===== config.mk =====
export PLATFORM = sky130hd
export DESIGN_NAME = pmds_accum
export DESIGN_NICKNAME = d
export VERILOG_FILES = /design/src/sv/pmds_pkg.sv /design/src/sv/pmds_accum.sv
export VERILOG_INCLUDE_DIRS = /design/src /design/src/sv
export SDC_FILE = /design/constraint.sdc
export NUM_CORES = 1
export LEC_CHECK = 0
export BUFFER_PORTS_ARGS = -buffer_cell sky130_fd_sc_hd__buf_2
export CAP_MARGIN = 20
export CORE_ASPECT_RATIO = 0.6
export CORE_MARGIN = 3
export CORE_UTILIZATION = 50
export CTS_CLUSTER_SIZE = 28
export DETAILED_ROUTE_END_ITERATION = 8
export HOLD_SLACK_MARGIN = 0.05
export PLACE_DENSITY = 0.76
export RECOVER_POWER = 25
export SLEW_MARGIN = 20
export SYNTH_ARGS = -nofsm -noshare
export SYNTH_HDL_FRONTEND = slang
export SYNTH_SLANG_ARGS = --single-unit

===== constraint.sdc =====
create_clock -name clock -period 10.2 [get_ports clock]
set_input_delay 1.53 -clock clock [delete_from_list [all_inputs] [get_ports clock]]
set_output_delay 1.53 -clock clock [all_outputs]
set_load 0.01 [all_outputs]

===== src/sv/assert_macros.svh =====
// Assertion macros shared by the distance-sum RTL.
// No dependencies; include by bare file name.
`ifndef ASSERT_MACROS_SVH
`define ASSERT_MACROS_SVH

// Property checked at every clock edge outside reset.
`define PMDS_ASSERT(label, clk, rst, prop, msg) \
   label: assert property (@(posedge clk) disable iff (rst) (prop)) else $error(msg);

// Antecedent in one cycle, consequent in the next.
`define PMDS_ASSERT_NEXT(label, clk, rst, ante, cons, msg) \
   label: assert property (@(posedge clk) disable iff (rst) (ante) |=> (cons)) else $error(msg);

`endif


===== src/sv/pmds_pkg.sv =====
// Shared types and constants of the pairwise Manhattan distance sum core.
// No dependencies.
package pmds_pkg;

   localparam int unsigned COORD_W = 32;
   localparam int unsigned DIM_W   = 2;
   localparam int unsigned TOTAL_W = 63;
   localparam int unsigned CFG_W   = 3;

   localparam logic [CFG_W-1:0]   DIMS_RESET = 3'd4;
   localparam logic [TOTAL_W-1:0] TOTAL_MAX  = '1;

   typedef enum logic [2:0] {
      ST_IDLE,
      ST_SCAN,
      ST_FLUSH0,
      ST_FLUSH1,
      ST_COMMIT,
      ST_FINISH
   } state_type;

   typedef struct packed {
      logic sample;
      logic clear;
   } acc_cmd_type;

endpackage


===== src/sv/pmds_accum.sv =====
// Absolute-difference and saturating running-total datapath.
// Depends on pmds_pkg and assert_macros.svh.
`include "assert_macros.svh"

module pmds_accum #(
   parameter int unsigned STORE_WIDTH = 32
) (
   input  logic                          clock,
   input  logic                          reset,
   input  pmds_pkg::acc_cmd_type         cmd,
   input  logic [STORE_WIDTH-1:0]        value,
   input  logic [STORE_WIDTH-1:0]        rd_data,
   output logic [pmds_pkg::TOTAL_W-1:0]  total
);

   localparam int unsigned TW = pmds_pkg::TOTAL_W;

   logic [STORE_WIDTH-1:0] diff_ff, diff_in;
   logic                   diff_vld_ff, diff_vld_in;
   logic [TW-1:0]          total_ff, total_in;
   logic [TW:0]            sum;

   always_comb begin
      diff_in     = (value >= rd_data) ? (value - rd_data) : (rd_data - value);
      diff_vld_in = cmd.sample;
      sum         = {1'b0, total_ff} + {{(TW + 1 - STORE_WIDTH){1'b0}}, diff_ff};
      total_in    = total_ff;
      if (cmd.clear) begin
         total_in = '0;
      end else if (diff_vld_ff) begin
         total_in = sum[TW] ? pmds_pkg::TOTAL_MAX : sum[TW-1:0];
      end
   end

   always_ff @(posedge clock) begin
      if (reset) begin
         diff_vld_ff <= 1'b0;
         total_ff    <= '0;
      end else begin
         diff_vld_ff <= diff_vld_in;
         total_ff    <= total_in;
      end
   end

   always_ff @(posedge clock) begin
      diff_ff <= diff_in;
   end

   assign total = total_ff;

   `PMDS_ASSERT(a_clear_pipe_empty, clock, reset, cmd.clear |-> !(diff_vld_ff || cmd.sample), "total cleared with a difference in flight")
   `PMDS_ASSERT_NEXT(a_total_monotonic, clock, reset, diff_vld_ff && !cmd.clear, total_ff >= $past(total_ff), "running total decreased")
   `PMDS_ASSERT(a_total_known, clock, reset, !$isunknown(total_ff), "running total unknown")

endmodule


==> results of run 1 <==
-- routing by layer --
layer  wire length (um)  track usage (%)
met1              12300             40.2
met2               9710             36.5
met3               2290             5.24
met4                255             4.70
met5                  0                0
-- power by group through the flow --
stage / combinational [W] / clock, W / sequential, W
5_1_grt: 0.000554 / 0.000407 / 0.000445
2_1_floorplan: 0.000376 / 0 / 0.000440
3_5_place_dp: 0.000487 / 0 / 0.000449
3_3_place_gp: 0.000479 / 0 / 0.000449
6_report: 0.000502 / 0.000385 / 0.000441
4_1_cts: 0.000492 / 0.000391 / 0.000441
-- registers in the layout, indices dropped and copies added, names as in the netlist --
name	flops
diff_vld_ff	1
total	63
diff_ff	32
-- cell type report --
cell class	count	area, um2	share of cell area, %
tap	228	285	3.01
timing repair buffer	135	644	6.80
clock buffer	9	225	2.38
multi-input combinational	858	5970	63.0
sequential	96	1920	20.3
inverter	83	312	3.29
clock inverter	7	120	1.27
-- worst paths after layout --
path	from	to	slack, ns
worst max register to register	total[16]	total[60]	6.19
worst min-delay path	total[60]	total[60]	0.52
worst min register to register	total[60]	total[60]	0.52
worst max-delay path	value[4]	diff_ff[28]	5.36
-- tightest hold or removal path: stages, from the launching register on --
cell,delay [ns]
dfxtp_1,0.35
nand2_1,0.07
mux2i_1,0.05
-- per-stage QoR --
step	worst slack, ns	cells
3_5_place_dp	5.11	1399
5_1_grt	5.27	1416
6_report	5.36	1416
3_3_place_gp	5.28	1399
2_1_floorplan	5.94	1098
4_1_cts	5.47	1415
-- cell families (layout without fill, tap and decap cells) --
family | after synthesis | count (layout)
flip-flops | 96 | 96
AO/OA/AOI/OAI | 383 | 383
adder cells (fa/ha/maj) | 98 | 98
XOR/XNOR | 75 | 75
multiplexers | 18 | 18
buffers and inverters | 144 | 234
AND/OR/NAND/NOR | 284 | 284
-- cell usage after synthesis (7+ instances only) --
| cell type | number | area [um2] |
|---|---|---|
| o211ai_1 | 7 | 52.6 |
| a211oi_1 | 13 | 97.6 |
| xor2_1 | 32 | 280 |
| dfxtp_1 | 96 | 1920 |
| and2_1 | 7 | 43.8 |
| and3_1 | 15 | 93.8 |
| nand3_1 | 19 | 95.1 |
| clkbuf_1 | 48 | 180 |
| o21bai_1 | 12 | 90.1 |
| nor2_1 | 67 | 251 |
| o21ai_0 | 75 | 375 |
| nand2_1 | 77 | 289 |
| ha_1 | 95 | 1190 |
| inv_1 | 83 | 312 |
| nand4_1 | 24 | 150 |
| nor2b_1 | 13 | 81.3 |
| nor3_1 | 19 | 95.1 |
| nand2b_1 | 8 | 50.1 |
| xnor2_1 | 43 | 377 |
| o21a_1 | 13 | 97.6 |
| a21o_1 | 40 | 300 |
| a21oi_1 | 140 | 701 |
| nor4_1 | 8 | 50.1 |
| mux2i_1 | 15 | 150 |
| a31oi_1 | 17 | 106 |
==> results.md, run 1 <==
- Outcome: completed
- Die Ht: between 100 and 150 um
- Core Area: 16,400 um2
- Total negative setup slack: 0 ns
- CP Cell Sequence: buf_2 -> inv_1 -> ha_1 -> and2_1 -> o21ai_2 -> a31oi_1 -> or4_4 -> a211oi_4 -> buf_4 -> mux2i_1 -> nor4_1 -> a211oi_1 -> o311ai_1
- Initial antenna violation count: 0
- Layout Area Growth over Synthesis: 12.1%
- Largest family of logic cells by synthesized area: compound AO/OA/AOI/OAI gates
- Synthesized flop and latch total: between 90 and 100
- Post-DRT Antenna Nets: 0
- Minimum clock period: between 4 and 5 ns
- Total gr overflow: 0
- Post-synthesis compound-gate area fraction: slightly below 30%
- Final worst-path cycle share: 47.4%
- Sequential Power Share: 33.2%
- Die ar.: 18,600 um2
- # nets final: 1,349
- WP depth: 13
- CTS Root Cell: clkbuf_16
- Post-synthesis adder-cell area fraction: approximately 15%
- Mux cell area share after synthesis: 2.22%
- R2r worst-path depth: 11
- Clock sinks: between 90 and 100
- Syn Nets: 1,264
- Fillers: roughly 1,600
- Clk pwr share: 29.0%
- Avg WL per Cell: 17.3 um
- First-pass GRT wire length: a little under 40,000 um
- Starting DRT DRC Count: 934
- Maximum clock insertion buffer count: 2
- Critical Path End Type: flip-flop
- Num CTS Buffers: 9
- Sequential area share after synthesis: 22.7%
- Syn_area_per_cell: 7.71 um2
- Synthesized netlist cell count: 1,098
- CTS clk-pin slew, worst paths: 0.07 ns
- Least-Margin Pin Slew: 1.07 ns
- WP data required: 10.41 ns
- Final core area utilization: between 50% and 60%
- Peak Freq: 0.207 GHz
- Cell Int Power: 0.000854 W
- Critical path's top delay family: compound AO/OA/AOI/OAI gates
- Synth async-reset ratio: 0%
- CP max stage cell: or4_4
- Synth Flop Type: dfxtp_1
- Maximum Capacitance Violations: 0
- Area of the mapped netlist: 8460 um2
- Static Leak: 4.31 nW
- Port bufs: 130
- Commonest non-fill, non-tap cell in the layout: a21oi_1
- Placed Area: 9170 um2
- EDFF count, synth: 0
- Relative slew slack: 28.6%
- CP Buf/Inv Count: 3
- Worst vdd ir: slightly below 0.00009 V
- Max-slew violations: 0
- Via Count: 8,413
- Design area: 9480 um2
- Startpoint Class: input port
- Drt total wl: 24,500 um
- Power, Total: roughly 0.0013 W
- Diodes inserted: 0
- Worst skew pair latency: 0.35 ns
- Hold_buf cts: 0
- Vias per inst: 5.94
- Worst Hold Slack: 0.522 ns
- Total Routing Usage GR: 25.8%
- Depth of the worst hold-timing path: 2
- NetSw: ~0.00047 W
- Post-cts gate resize count: 0
- Ports: 131
- Hold Crit Class: reg -> reg
- Largest net degree at the start of global routing: 48
- Crit path largest cell delay: 0.61 ns
- Share of layout cells above drive strength 1: 12.0%
- Crit Path Category: in -> reg
- Crit path max fanout: 47
- Worst EP arrival: 5.05 ns
- H-tree depth: 3
- Gp weighted congestion: around 0.96
- # DRC: 0
- Setup bufs post-CTS: 0
- Switching Fraction: ~36%
- Die X: 174 um
- CTS tree: built
- Detailed Place HPWL: approximately 19,000 um
- Combinational fraction of design power: 37.8%
- Synth Area in XOR/XNOR: 7.76%
- Commonest non-fill, non-tap cells in the layout: a21oi_1, dfxtp_1, ha_1, buf_2, inv_1
- Starting Density: 51.6%
- Power Dens Cells: 140 nW/um2
- Setup violators final: 0
- Unrepaired setup endpoints after global routing: no
- Vias in the first global route: ~7,700
- Synth warn: 0
- Layout Skew: 0.0106 ns
- Fin. Hold Viols: 0
- Distinct cells, synth: 73
- FP Rows: 36
- TritonRoute pass-1 iters: 6
- Synth Area in Simple Gates: 16.6%
No activity file was read; power rests on OpenSTA's default activity.
==> run 2: changes to the inputs <==
PLACE_DENSITY = 0.78   (was 0.76)
clock period = 4.2 ns   (was 10.2 ns; I/O delays follow)
==> run 2 against run 1 <==
Global-route usage fell by 1.2 points; hold slack improved by 0.0070 ns; combinational power rose by 140%; sequential power rose by 140%; final cell count rose by 0.35%; clock skew rose by 0.00094 ns; worst setup slack got worse by 4.7 ns; via count fell by 1.3%.
==> results.md, run 2 (synthesis gave the netlist of run 1 again) <==
- Outcome: completed
- Share of layout cells above drive strength 1: 12.2%
- Power Dens Cells: between 300 and 400 nW/um2
- Die X: 174 um
- First-pass GRT wire length: around 38,000 um
- Gp weighted congestion: 0.962
- HP Start: total[60]
- Commonest non-fill, non-tap cells in the layout: a21oi_1, dfxtp_1, ha_1, buf_2, inv_1
- CTS clk-pin slew, worst paths: 0.07 ns
- # DRC: 0
- Starting Density: 51.6%
- CP Cell Sequence: ha_1 -> fa_1 -> a21oi_1 -> o21ai_0 -> a2111oi_1 -> o32a_1 -> a2111oi_2 -> o22ai_2 -> nor3_1 -> and3_1 -> mux2i_1
- Fillers: 1,572
- Layout Area Growth over Synthesis: 12.3%
- Final worst-path cycle share: 84.6%
- Peak Freq: 0.281 GHz
- Core Area: 16,400 um2
- R2r startpoint: total[0]
- Total gr overflow: 0
- Maximum Capacitance Violations: 0
- FP Rows: 36
- Post-cts gate resize count: 0
- Hold_buf cts: 0
- Vias in the first global route: about 7,600
- H-tree depth: 3
- Detailed Place HPWL: ~18,000 um
- Static Leak: 4.32 nW
- Die ar.: 18,600 um2
- Commonest non-fill, non-tap cell in the layout: a21oi_1
- Max-slew violations: 0
- Setup violators final: 0
- Worst vdd ir: ~0.00024 V
- Initial antenna violation count: 1
- Clock sinks: 96
- Ports: 131
- Avg WL per Cell: 16.5 um
- Die Ht: 107 um
- # nets final: 1,354
- Starting DRT DRC Count: 923
- CP Buf/Inv Count: 0
- Maximum clock insertion buffer count: 2
- Critical path's top delay family: compound AO/OA/AOI/OAI gates
- CTS Root Cell: clkbuf_16
- Least-Margin Pin Slew: 1.04 ns
- Unrepaired setup endpoints after global routing: no
- Largest net degree at the start of global routing: 52
- Fin. Hold Viols: 0
- CTS tree: built
- Drt total wl: 23,400 um
- TritonRoute pass-1 iters: 6
- Setup bufs post-CTS: 0
- Total negative setup slack: 0 ns
- Hold Crit Class: reg -> reg
- Sequential cell area: 1920 um2
- Final core area utilization: between 50 and 60%
- Port bufs: 130
- Vias per inst: 5.84
- Crit path max fanout: 9
- Post-DRT Antenna Nets: 0
- Multi-input gate area: 5980 um2
- Via Count: around 8,300
- Worst skew pair latency: 0.34 ns
- Crit path largest cell delay: 0.72 ns
- Relative slew slack: 30.5%
- Total Routing Usage GR: 24.6%
- WP data required: about 4.4 ns
- Crit Path Category: reg -> reg
- Minimum clock period: around 3.6 ns
- Diodes inserted: 0
- CP startpoint: total[0]
- Num CTS Buffers: 9
- Layout Skew: 0.0116 ns
- Max reg flops: 63
- Power, Total: between 0.003 and 0.004 W
- Worst EP arrival: 3.79 ns
- CP max stage cell: a2111oi_1
- Startpoint Class: flip-flop
- Critical Path End Type: flip-flop
-- run 2: cell type report --
cell class                      instances  area share (%)
Clock buffer                           11            2.66
Clock inverter                          5           0.658
Inverter                               83            3.28
Multi-Input combinational cell        858            62.9
Sequential cell                        96            20.2
Tap cell                              228            3.00
Timing Repair Buffer                  140            7.26
-- run 2: worst paths after layout --
| path | endpoint | slack, ns | cells past startpoint |
|---|---|---|---|
| worst min-delay path | total[60] | 0.53 | 2 |
| worst min register to register | total[60] | 0.53 | 2 |
| worst max register to register | total[60] | 0.65 | 11 |
| worst max-delay path | total[60] | 0.65 | 11 |
-- run 2: per-stage QoR --
stage / hold WS, ns / area (um2) / std cells / setup slack (ns)
after global placement: 0.485 / 9230 / 1405 / 0.561
after global routing: 0.559 / 9500 / 1421 / 0.355
after detailed placement: 0.515 / 9240 / 1405 / 0.429
after floorplan: 0.512 / 8460 / 1098 / 0.840
final: 0.529 / 9500 / 1421 / 0.646
after CTS: 0.521 / 9550 / 1421 / 0.689
-- run 2: power by group --
part | internal [W] | switching, W
clock | 0.000497 | 0.000351
sequential | 0.00101 | 0.0000553
combinational | 0.000486 | 0.000738
-- run 2: tightest hold or removal path, delay by kind of cell (launching register included) --
family	cells	cell delay, ns
flops	1	0.34
simple gates	1	0.07
mux	1	0.06
-- run 2: layer usage --
| layer | up-vias | wire, um | global-route usage (%) |
|---|---|---|---|
| li1 | 4118 | - | - |
| met5 | - | 13 | 0 |
| met3 | 34 | 1840 | 3.40 |
| met1 | 3791 | 12100 | 39.0 |
| met2 | 360 | 9180 | 34.6 |
| met4 | 2 | 311 | 5.79 |
