## config.mk

```make
export PLATFORM = sky130hd
export DESIGN_NAME = pmds_ctrl_flat
export DESIGN_NICKNAME = d
export VERILOG_FILES = /design/src/sv/pmds_pkg.sv /design/src/sv/pmds_channel_if.sv /design/src/sv/pmds_ctrl.sv /design/src/flat_wrapper.sv
export VERILOG_INCLUDE_DIRS = /design/src /design/src/sv
export SDC_FILE = /design/constraint.sdc
export NUM_CORES = 1
export LEC_CHECK = 0
export ABC_AREA = 1
export BUFFER_PORTS_ARGS = -buffer_cell sky130_fd_sc_hd__buf_2
export CAP_MARGIN = 25
export CORE_MARGIN = 4
export CORE_UTILIZATION = 53
export CTS_CLUSTER_DIAMETER = 200
export DETAILED_ROUTE_END_ITERATION = 16
export PLACE_DENSITY = 0.95
export SYNTH_ARGS = -nofsm -noshare
export SYNTH_HDL_FRONTEND = slang
export SYNTH_SLANG_ARGS = --single-unit
```

## constraint.sdc

```tcl
create_clock -name clock -period 5.1 [get_ports clock]
set_input_delay 1.02 -clock clock [delete_from_list [all_inputs] [get_ports clock]]
set_output_delay 1.02 -clock clock [all_outputs]
set_load 0.01 [all_outputs]
```

## src/sv/assert_macros.svh

```systemverilog
// Assertion macros shared by the distance-sum RTL.
// No dependencies; include by bare file name.
`ifndef ASSERT_MACROS_SVH
`define ASSERT_MACROS_SVH

// Property checked at every clock edge outside reset.
`define PMDS_ASSERT(label, clk, rst, prop, msg) \
   label: assert property (@(posedge clk) disable iff (rst) (prop)) else $error(msg);

// Antecedent in one cycle, consequent in the next.
`define PMDS_ASSERT_NEXT(label, clk, rst, ante, cons, msg) \
   label: assert property (@(posedge clk) disable iff (rst) (ante) |=> (cons)) else $error(msg);

`endif

```

## src/sv/pmds_pkg.sv

```systemverilog
// Shared types and constants of the pairwise Manhattan distance sum core.
// No dependencies.
package pmds_pkg;

   localparam int unsigned COORD_W = 32;
   localparam int unsigned DIM_W   = 2;
   localparam int unsigned TOTAL_W = 63;
   localparam int unsigned CFG_W   = 3;

   localparam logic [CFG_W-1:0]   DIMS_RESET = 3'd4;
   localparam logic [TOTAL_W-1:0] TOTAL_MAX  = '1;

   typedef enum logic [2:0] {
      ST_IDLE,
      ST_SCAN,
      ST_FLUSH0,
      ST_FLUSH1,
      ST_COMMIT,
      ST_FINISH
   } state_type;

   typedef struct packed {
      logic sample;
      logic clear;
   } acc_cmd_type;

endpackage

```

## src/sv/pmds_channel_if.sv

```systemverilog
// Valid/ready channel interfaces for coordinate requests and distance responses.
// Depends on pmds_pkg for field widths.
interface pmds_req_if;
   logic                             valid;
   logic                             ready;
   logic [pmds_pkg::COORD_W-1:0]     coord_value;
   logic [pmds_pkg::DIM_W-1:0]       dim_index;
   logic                             last_item;

   modport source (output valid, coord_value, dim_index, last_item, input ready);
   modport sink   (input valid, coord_value, dim_index, last_item, output ready);
endinterface

interface pmds_rsp_if;
   logic                             valid;
   logic                             ready;
   logic [pmds_pkg::TOTAL_W-1:0]     total_distance;
   logic                             dropped_flag;

   modport source (output valid, total_distance, dropped_flag, input ready);
   modport sink   (input valid, total_distance, dropped_flag, output ready);
endinterface

```

## src/sv/pmds_ctrl.sv

```systemverilog
// Sequencer: column walk over the coordinate RAM, per-dimension counts,
// drop tracking, config register and response register. Depends on pmds_pkg,
// pmds_channel_if and assert_macros.svh.
`include "assert_macros.svh"

module pmds_ctrl #(
   parameter int unsigned MAX_POINTS  = 256,
   parameter int unsigned MAX_DIMS    = 4,
   parameter int unsigned STORE_WIDTH = 32,
   parameter int unsigned KW          = $clog2(MAX_POINTS),
   parameter int unsigned DW          = (MAX_DIMS > 1) ? $clog2(MAX_DIMS) : 1
) (
   input  logic                          clock,
   input  logic                          reset,
   input  logic                          csr_wr_en,
   input  logic [pmds_pkg::CFG_W-1:0]    csr_wr_data,
   pmds_req_if.sink                      req,
   pmds_rsp_if.source                    rsp,
   input  logic [pmds_pkg::TOTAL_W-1:0]  total,
   output pmds_pkg::acc_cmd_type         acc_cmd,
   output logic [STORE_WIDTH-1:0]        value,
   output logic                          ram_rd_en,
   output logic [DW+KW-1:0]              ram_rd_addr,
   output logic                          ram_wr_en,
   output logic [DW+KW-1:0]              ram_wr_addr,
   output logic [STORE_WIDTH-1:0]        ram_wr_data
);

   localparam int unsigned CW = $clog2(MAX_POINTS + 1);

   pmds_pkg::state_type state_ff, state_in;

   logic [STORE_WIDTH-1:0]       val_ff, val_in;
   logic [DW-1:0]                dim_ff, dim_in;
   logic                         last_ff, last_in;
   logic                         keep_ff, keep_in;
   logic [CW-1:0]                n_ff, n_in;
   logic [KW-1:0]                k_ff, k_in;
   logic                         rd_pend_ff, rd_pend_in;
   logic [CW-1:0]                count_ff [MAX_DIMS];
   logic [CW-1:0]                count_in [MAX_DIMS];
   logic                         drop_ff, drop_in;
   logic [pmds_pkg::CFG_W-1:0]   dims_ff, dims_in;
   logic                         rsp_vld_ff, rsp_vld_in;
   logic [pmds_pkg::TOTAL_W-1:0] rsp_total_ff, rsp_total_in;
   logic                         rsp_drop_ff, rsp_drop_in;

   logic          [DW-1:0] dim_sel;
   logic          [CW-1:0] cnt_sel;
   logic                   in_range;
   logic                   drop_now;
   logic                   finish_fire;

   assign dim_sel     = DW'(req.dim_index);
   assign in_range    = ({1'b0, req.dim_index} < dims_ff) && (int'(req.dim_index) < MAX_DIMS);
   assign cnt_sel     = in_range ? count_ff[dim_sel] : '0;
   assign drop_now    = !in_range || (cnt_sel == CW'(MAX_POINTS));
   assign finish_fire = (state_ff == pmds_pkg::ST_FINISH) && (!rsp_vld_ff || rsp.ready);

   // next state
   always_comb begin
      state_in = state_ff;
      case (state_ff)
         pmds_pkg::ST_IDLE: begin
            if (req.valid) begin
               state_in = (drop_now || cnt_sel == '0) ? pmds_pkg::ST_COMMIT : pmds_pkg::ST_SCAN;
            end
         end
         pmds_pkg::ST_SCAN: begin
            if (CW'(k_ff) == n_ff - CW'(1)) begin
               state_in = pmds_pkg::ST_FLUSH0;
            end
         end
         pmds_pkg::ST_FLUSH0: state_in = pmds_pkg::ST_FLUSH1;
         pmds_pkg::ST_FLUSH1: state_in = pmds_pkg::ST_COMMIT;
         pmds_pkg::ST_COMMIT: state_in = last_ff ? pmds_pkg::ST_FINISH : pmds_pkg::ST_IDLE;
         pmds_pkg::ST_FINISH: begin
            if (finish_fire) begin
               state_in = pmds_pkg::ST_IDLE;
            end
         end
         default: state_in = pmds_pkg::ST_IDLE;
      endcase
   end

   // outputs and register updates
   always_comb begin
      val_in        = val_ff;
      dim_in        = dim_ff;
      last_in       = last_ff;
      keep_in       = keep_ff;
      n_in          = n_ff;
      k_in          = k_ff;
      count_in      = count_ff;
      drop_in       = drop_ff;
      rsp_total_in  = rsp_total_ff;
      rsp_drop_in   = rsp_drop_ff;
      ram_rd_en     = 1'b0;
      ram_wr_en     = 1'b0;
      acc_cmd.clear = 1'b0;
      dims_in       = csr_wr_en ? csr_wr_data : dims_ff;
      case (state_ff)
         pmds_pkg::ST_IDLE: begin
            if (req.valid) begin
               val_in  = req.coord_value[STORE_WIDTH-1:0];
               dim_in  = dim_sel;
               last_in = req.last_item;
               keep_in = !drop_now;
               n_in    = cnt_sel;
               k_in    = '0;
               if (drop_now) begin
                  drop_in = 1'b1;
               end
            end
         end
         pmds_pkg::ST_SCAN: begin
            ram_rd_en = 1'b1;
            k_in      = k_ff + KW'(1);
         end
         pmds_pkg::ST_COMMIT: begin
            ram_wr_en = keep_ff;
            if (keep_ff) begin
               count_in[dim_ff] = count_ff[dim_ff] + CW'(1);
            end
         end
         pmds_pkg::ST_FINISH: begin
            if (finish_fire) begin
               rsp_total_in  = total;
               rsp_drop_in   = drop_ff;
               drop_in       = 1'b0;
               acc_cmd.clear = 1'b1;
               for (int i = 0; i < MAX_DIMS; i++) begin
                  count_in[i] = '0;
               end
            end
         end
         default: begin
         end
      endcase
      rd_pend_in     = ram_rd_en;
      acc_cmd.sample = rd_pend_ff;
      rsp_vld_in     = finish_fire ? 1'b1 : (rsp_vld_ff && !rsp.ready);
   end

   always_ff @(posedge clock) begin
      if (reset) begin
         state_ff   <= pmds_pkg::ST_IDLE;
         rd_pend_ff <= 1'b0;
         drop_ff    <= 1'b0;
         dims_ff    <= pmds_pkg::DIMS_RESET;
         rsp_vld_ff <= 1'b0;
         for (int i = 0; i < MAX_DIMS; i++) begin
            count_ff[i] <= '0;
         end
      end else begin
         state_ff   <= state_in;
         rd_pend_ff <= rd_pend_in;
         drop_ff    <= drop_in;
         dims_ff    <= dims_in;
         rsp_vld_ff <= rsp_vld_in;
         count_ff   <= count_in;
      end
   end

   always_ff @(posedge clock) begin
      val_ff       <= val_in;
      dim_ff       <= dim_in;
      last_ff      <= last_in;
      keep_ff      <= keep_in;
      n_ff         <= n_in;
      k_ff         <= k_in;
      rsp_total_ff <= rsp_total_in;
      rsp_drop_ff  <= rsp_drop_in;
   end

   assign req.ready          = (state_ff == pmds_pkg::ST_IDLE);
   assign rsp.valid          = rsp_vld_ff;
   assign rsp.total_distance = rsp_total_ff;
   assign rsp.dropped_flag   = rsp_drop_ff;
   assign value              = val_ff;
   assign ram_rd_addr        = {dim_ff, k_ff};
   assign ram_wr_addr        = {dim_ff, n_ff[KW-1:0]};
   assign ram_wr_data        = val_ff;

   `PMDS_ASSERT(a_scan_in_bounds, clock, reset, (state_ff == pmds_pkg::ST_SCAN) |-> (CW'(k_ff) < n_ff), "column walk beyond stored values")
   `PMDS_ASSERT(a_commit_has_room, clock, reset, (state_ff == pmds_pkg::ST_COMMIT && keep_ff) |-> (n_ff < CW'(MAX_POINTS)), "store into a full column")
   `PMDS_ASSERT_NEXT(a_finish_clears, clock, reset, finish_fire, rsp_vld_ff && !drop_ff, "response not loaded or drop flag not cleared")

endmodule

```

## src/flat_wrapper.sv

```systemverilog
// flat-port wrapper written by rule: the top's interface ports become plain ports
module pmds_ctrl_flat 
#(
   parameter int unsigned MAX_POINTS  = 256,
   parameter int unsigned MAX_DIMS    = 4,
   parameter int unsigned STORE_WIDTH = 32,
   parameter int unsigned KW          = $clog2(MAX_POINTS),
   parameter int unsigned DW          = (MAX_DIMS > 1) ? $clog2(MAX_DIMS) : 1
)
  (clock, reset, csr_wr_en, csr_wr_data, total, acc_cmd, value, ram_rd_en, ram_rd_addr, ram_wr_en, ram_wr_addr, ram_wr_data, req_valid, req_coord_value, req_dim_index, req_last_item, req_ready, rsp_valid, rsp_total_distance, rsp_dropped_flag, rsp_ready);
  pmds_req_if req_i ();
  pmds_rsp_if rsp_i ();
  input  logic clock;
  input  logic reset;
  input  logic csr_wr_en;
  input  logic [pmds_pkg::CFG_W-1:0] csr_wr_data;
  input  logic [pmds_pkg::TOTAL_W-1:0] total;
  output pmds_pkg::acc_cmd_type acc_cmd;
  output logic [STORE_WIDTH-1:0] value;
  output logic ram_rd_en;
  output logic [DW+KW-1:0] ram_rd_addr;
  output logic ram_wr_en;
  output logic [DW+KW-1:0] ram_wr_addr;
  output logic [STORE_WIDTH-1:0] ram_wr_data;
  input wire logic [$bits(req_i.valid)-1:0] req_valid;
  input wire logic [$bits(req_i.coord_value)-1:0] req_coord_value;
  input wire logic [$bits(req_i.dim_index)-1:0] req_dim_index;
  input wire logic [$bits(req_i.last_item)-1:0] req_last_item;
  output wire logic [$bits(req_i.ready)-1:0] req_ready;
  output wire logic [$bits(rsp_i.valid)-1:0] rsp_valid;
  output wire logic [$bits(rsp_i.total_distance)-1:0] rsp_total_distance;
  output wire logic [$bits(rsp_i.dropped_flag)-1:0] rsp_dropped_flag;
  input wire logic [$bits(rsp_i.ready)-1:0] rsp_ready;
  assign req_i.valid = req_valid;
  assign req_i.coord_value = req_coord_value;
  assign req_i.dim_index = req_dim_index;
  assign req_i.last_item = req_last_item;
  assign req_ready = req_i.ready;
  assign rsp_valid = rsp_i.valid;
  assign rsp_total_distance = rsp_i.total_distance;
  assign rsp_dropped_flag = rsp_i.dropped_flag;
  assign rsp_i.ready = rsp_ready;
  pmds_ctrl #(.MAX_POINTS(MAX_POINTS), .MAX_DIMS(MAX_DIMS), .STORE_WIDTH(STORE_WIDTH), .KW(KW), .DW(DW)) u_core (.clock(clock), .reset(reset), .csr_wr_en(csr_wr_en), .csr_wr_data(csr_wr_data), .req(req_i), .rsp(rsp_i), .total(total), .acc_cmd(acc_cmd), .value(value), .ram_rd_en(ram_rd_en), .ram_rd_addr(ram_rd_addr), .ram_wr_en(ram_wr_en), .ram_wr_addr(ram_wr_addr), .ram_wr_data(ram_wr_data));
endmodule
```

==> results.txt <==
- Outcome: completed
- The initial antenna violation count came to 0.
- Critical Path Max Stage Delay: about 420 ps
- In the final layout, the share of cells above drive strength 1 is 0.3438.
- Smallest setup slack after layout: roughly 2100 ps
* Number of warnings printed during yosys synthesis: 0
* Final critical-path share of the clock period: 0.5843
- Average cell area after synthesis: roughly 9.9 um^2
* Cell Pwr Density: around 400 nW/um^2
- Total via count after detailed routing: roughly 6000
- CP max-delay cell: sky130_fd_sc_hd__inv_2
- The cell count after synthesis came out at 718.
- Clk Latency, worst-skew pair: about 420 ps
- Area of the placeable core: between 10000 and 15000 um^2
- The number of antenna diodes in the final layout is 0.
- Actual transition at the worst max-transition pin: a little under 800 ps
- Simple-gate share of the synthesized area: 0.1992
* Net count reported at finish: approximately 1100
- Remaining global-route overflow: 0
- Before CTS, the worst setup slack after placement is around 2000 ps.
- Across the run, the number of max-cap violations was 0.
* Number of enable-type register cells in the synthesized netlist: around 120
- # clock sinks: 162
- The share of synthesized area in the top cell type comes to 0.4949.
- Average wire length per cell after detail routing: between 15 and 20 um
* Most area-hungry cell type in the Yosys netlist: sky130_fd_sc_hd__edfxtp_1
- Critical path's top delay family: buffers and inverters
- Die Outline Area: about 15000 um^2
* #FFs+latches synth: 162
* Fraction of registers with async set/reset: 0
- Fraction of the yosys area taken by sequential cells: 0.6218
* Input/output buffers: roughly 260
* Clock buffer depth: 2
- The worst-case IR drop observed on VDD is approximately 0.00025 V.
- Most frequently used cell type in the post-synthesis netlist: sky130_fd_sc_hd__nand2_1
- For the final routed database, the setup TNS stands at 0 ps.
- The worst setup path is captured at an output port.
* Setup repair after global routing missed its margin: false
- Max-slew violation count: 0
- After synthesis, the most frequently instantiated cells are sky130_fd_sc_hd__nand2_1 (175), sky130_fd_sc_hd__edfxtp_1 (117), sky130_fd_sc_hd__inv_1 (83).
- Post-CTS Setup Inserts: 0
* Final setup fails: 0
- The clock period could shrink to approximately 3000 ps.
- RePlAce Congestion: about 0.96
* Hold-fix buffers, CTS: 0
* Cell count of the worst hold path: 0
- Largest net degree at the start of global routing: 55
- The critical path crosses 6 cells after its start point.
- In this run the worst path has a maximum fanout of 20.
* CTS tree: yes
* Placed instance area: 8282 um^2
- The worst hold path belongs to the class reg -> reg.
- The first detailed-routing pass ran for 6 iterations.
- After clock tree synthesis, the clock-pin slew on the worst setup and hold paths is 60 ps.
* Leakage power summed over all cells: 3.906 nW
* Estimated wirelength of the detail-placed design: 13750 um
- Derived from the worst setup path, the maximum achievable clock frequency is 335.6 MHz.
- Worst EP arrival: 1960 ps
- The critical path in this run is classified as in -> out.
- Clock skew on the completed layout was measured at 19.02 ps.
* Syn nets: slightly above 800
- The complex-gate fraction of the synthesized area was 0.06362.
- Aggregate global-route resource usage: 0.2430
* Average vias per placed instance: roughly 5.3
- The most used flip-flop cell after synthesis is sky130_fd_sc_hd__edfxtp_1.
- Initial Util: 0.5382
- Summed over all layers, the routed wires come to 19010 um.
* Count of cells along the worst register-to-register path: 11
- Xor and xnor area share after synthesis: 0.004935
* Row count: 42
* CTS Root Buffer Type: sky130_fd_sc_hd__clkbuf_16
* Number of resized instances in the post-cts repair step: 0
- In this run the number of H-tree levels came out at 4.
* Number of remaining DRC errors: 0
* Largest family of logic cells by synthesized area: simple AND/OR/NAND/NOR gates
* Die width: approximately 120 um
- Height of the die: 123.7 um
- Critical path buffers and inverters: 4
- Post-Synth Adder-Cell Area: 0.007050
- Buffers inserted during clock tree synthesis total 17.
* Post-synthesis mux area share: 0
* Via count of the first global-routing pass: between 5000 and 6000
- Cells along the critical path: buf_2, inv_1, nand2_1, nand2_1, inv_2, buf_2
* Worst slew slack as a fraction of its limit: 0.4834
* Worst path required time: about 4100 ps
* Final hold violation count: 0
- After routing the design area is between 8000 and 9000 um^2.
- Compared with the post-synthesis result, the final layout area differs by 25.73%.
* First-pass GRT wire length: ~28000 um
- After the first detailed-routing iteration, the DRC count stood at between 700 and 800.
- 260 I/O pins were placed.
- Share of the core filled with cells in the final layout: 0.6767
- In the post-synthesis netlist, the biggest area contributors are sky130_fd_sc_hd__edfxtp_1 (49%), sky130_fd_sc_hd__dfxtp_1 (13%), sky130_fd_sc_hd__nand2_1 (9.3%).
- Number of different library cells in the post-synthesis netlist: 35
- STA classifies the critical path startpoint as an input pin.
- The detail route stage leaves a number of antenna-violating nets equal to 0.
* Cell area after synthesis: 7099 um^2
==> worst reg2reg max path: stages (launching register included) <==
cell and delay [ps]:
sky130_fd_sc_hd__edfxtp_1 570, sky130_fd_sc_hd__nor2_2 370, sky130_fd_sc_hd__inv_2 140, sky130_fd_sc_hd__o22ai_1 170, sky130_fd_sc_hd__nor2_1 110, sky130_fd_sc_hd__inv_1 70
sky130_fd_sc_hd__ha_1 250, sky130_fd_sc_hd__nand2_1 120, sky130_fd_sc_hd__nor2_2 160, sky130_fd_sc_hd__nand3_1 180, sky130_fd_sc_hd__nand3_1 140, sky130_fd_sc_hd__a21oi_1 60
==> metal layers <==
layer  track usage  share of wire  vias up
met2        0.4147           0.53      339
met4        0.1031          0.031        0
li1              -              -     2801
met5             0              0        -
met3       0.05540          0.073       83
met1        0.2967           0.37     2823
==> layout make-up <==
class                   instances  area, um^2
clock buffers                  21       460.4
clock inverters                11       176.4
fillers                       955        4264
inverters                      97       365.4
multi-input cells             407        1958
flip-flops and latches        162        4414
well taps                     176       220.2
repair buffers                262        1331
==> power by group <==
group / internal [mW] / switching [mW] / leakage (nW) / total (mW)
Combinational: 0.222 / 0.409 / 2.16 / 0.631
Clock: 0.850 / 0.508 / 0.297 / 1.36
Sequential: 1.54 / 0.0833 / 1.45 / 1.62
Total: 2.61 / 1.00 / 3.91 / 3.61
==> cell usage in the layout, fill, tap and decap left out, types with 3 or more instances in the layout <==
cell,count
sky130_fd_sc_hd__clkbuf_16,17
sky130_fd_sc_hd__o2111ai_1,4
sky130_fd_sc_hd__buf_2,259
sky130_fd_sc_hd__nand3_1,57
sky130_fd_sc_hd__nand4_1,3
sky130_fd_sc_hd__a21oi_1,48
sky130_fd_sc_hd__ha_1,4
sky130_fd_sc_hd__nor2_1,43
sky130_fd_sc_hd__nor2_4,9
sky130_fd_sc_hd__inv_2,10
sky130_fd_sc_hd__clkinvlp_4,4
sky130_fd_sc_hd__nor3_1,8
sky130_fd_sc_hd__edfxtp_1,117
sky130_fd_sc_hd__bufinv_16,4
sky130_fd_sc_hd__dfxtp_1,45
sky130_fd_sc_hd__xor2_1,3
sky130_fd_sc_hd__nor2_2,9
sky130_fd_sc_hd__nand2_2,4
sky130_fd_sc_hd__nand2_1,175
sky130_fd_sc_hd__o21ai_0,16
sky130_fd_sc_hd__inv_1,83
sky130_fd_sc_hd__o22ai_1,9
sky130_fd_sc_hd__clkinv_1,3
==> flip-flops by register name, indices dropped and copies added (netlist names) <==
name / flops
u_core.rsp.dropped_flag: 1
u_core.dims_ff: 3
u_core.drop_ff: 1
u_core.dim_ff: 2
u_core.rsp.total_distance: 63
u_core.ram_wr_data: 32
u_core.k_ff: 8
u_core.keep_ff: 1
u_core.state_ff: 3
u_core.n_ff: 9
u_core.last_ff: 1
u_core.count_ff: 36
u_core.rd_pend_ff: 1
u_core.rsp.valid: 1
==> cells by family (layout without fill, tap and decap cells) <==
logic type / count (synthesis) / in the layout
buf+inv: 149 / 391
simple gates: 316 / 316
compound gates: 83 / 83
xor+xnor: 4 / 4
fa+ha+maj: 4 / 4
flops: 162 / 162
==> stage by stage <==
| step | total power, mW | std cells | hold WS, ps |
|---|---|---|---|
| 6_report | 3.611 | 1136 | 446.9 |
| 2_1_floorplan | 2.060 | 718 | 409.0 |
| 5_1_grt | 3.763 | 1136 | 458.6 |
| 3_5_place_dp | 2.259 | 1103 | 440.8 |
| 3_3_place_gp | 2.224 | 1102 | 439.9 |
| 4_1_cts | 3.620 | 1135 | 453.7 |
==> final timing paths <==
kind                         start                       to  slack [ps]
hold / removal      u_core.drop_ff  u_core.rsp.dropped_flag         450
hold reg to reg     u_core.drop_ff  u_core.rsp.dropped_flag         450
setup reg to reg  u_core.dim_ff[1]      u_core.count_ff[17]        2610
setup / recovery         rsp_ready               acc_cmd[0]        2120
No activity file was read; power rests on OpenSTA's default activity.
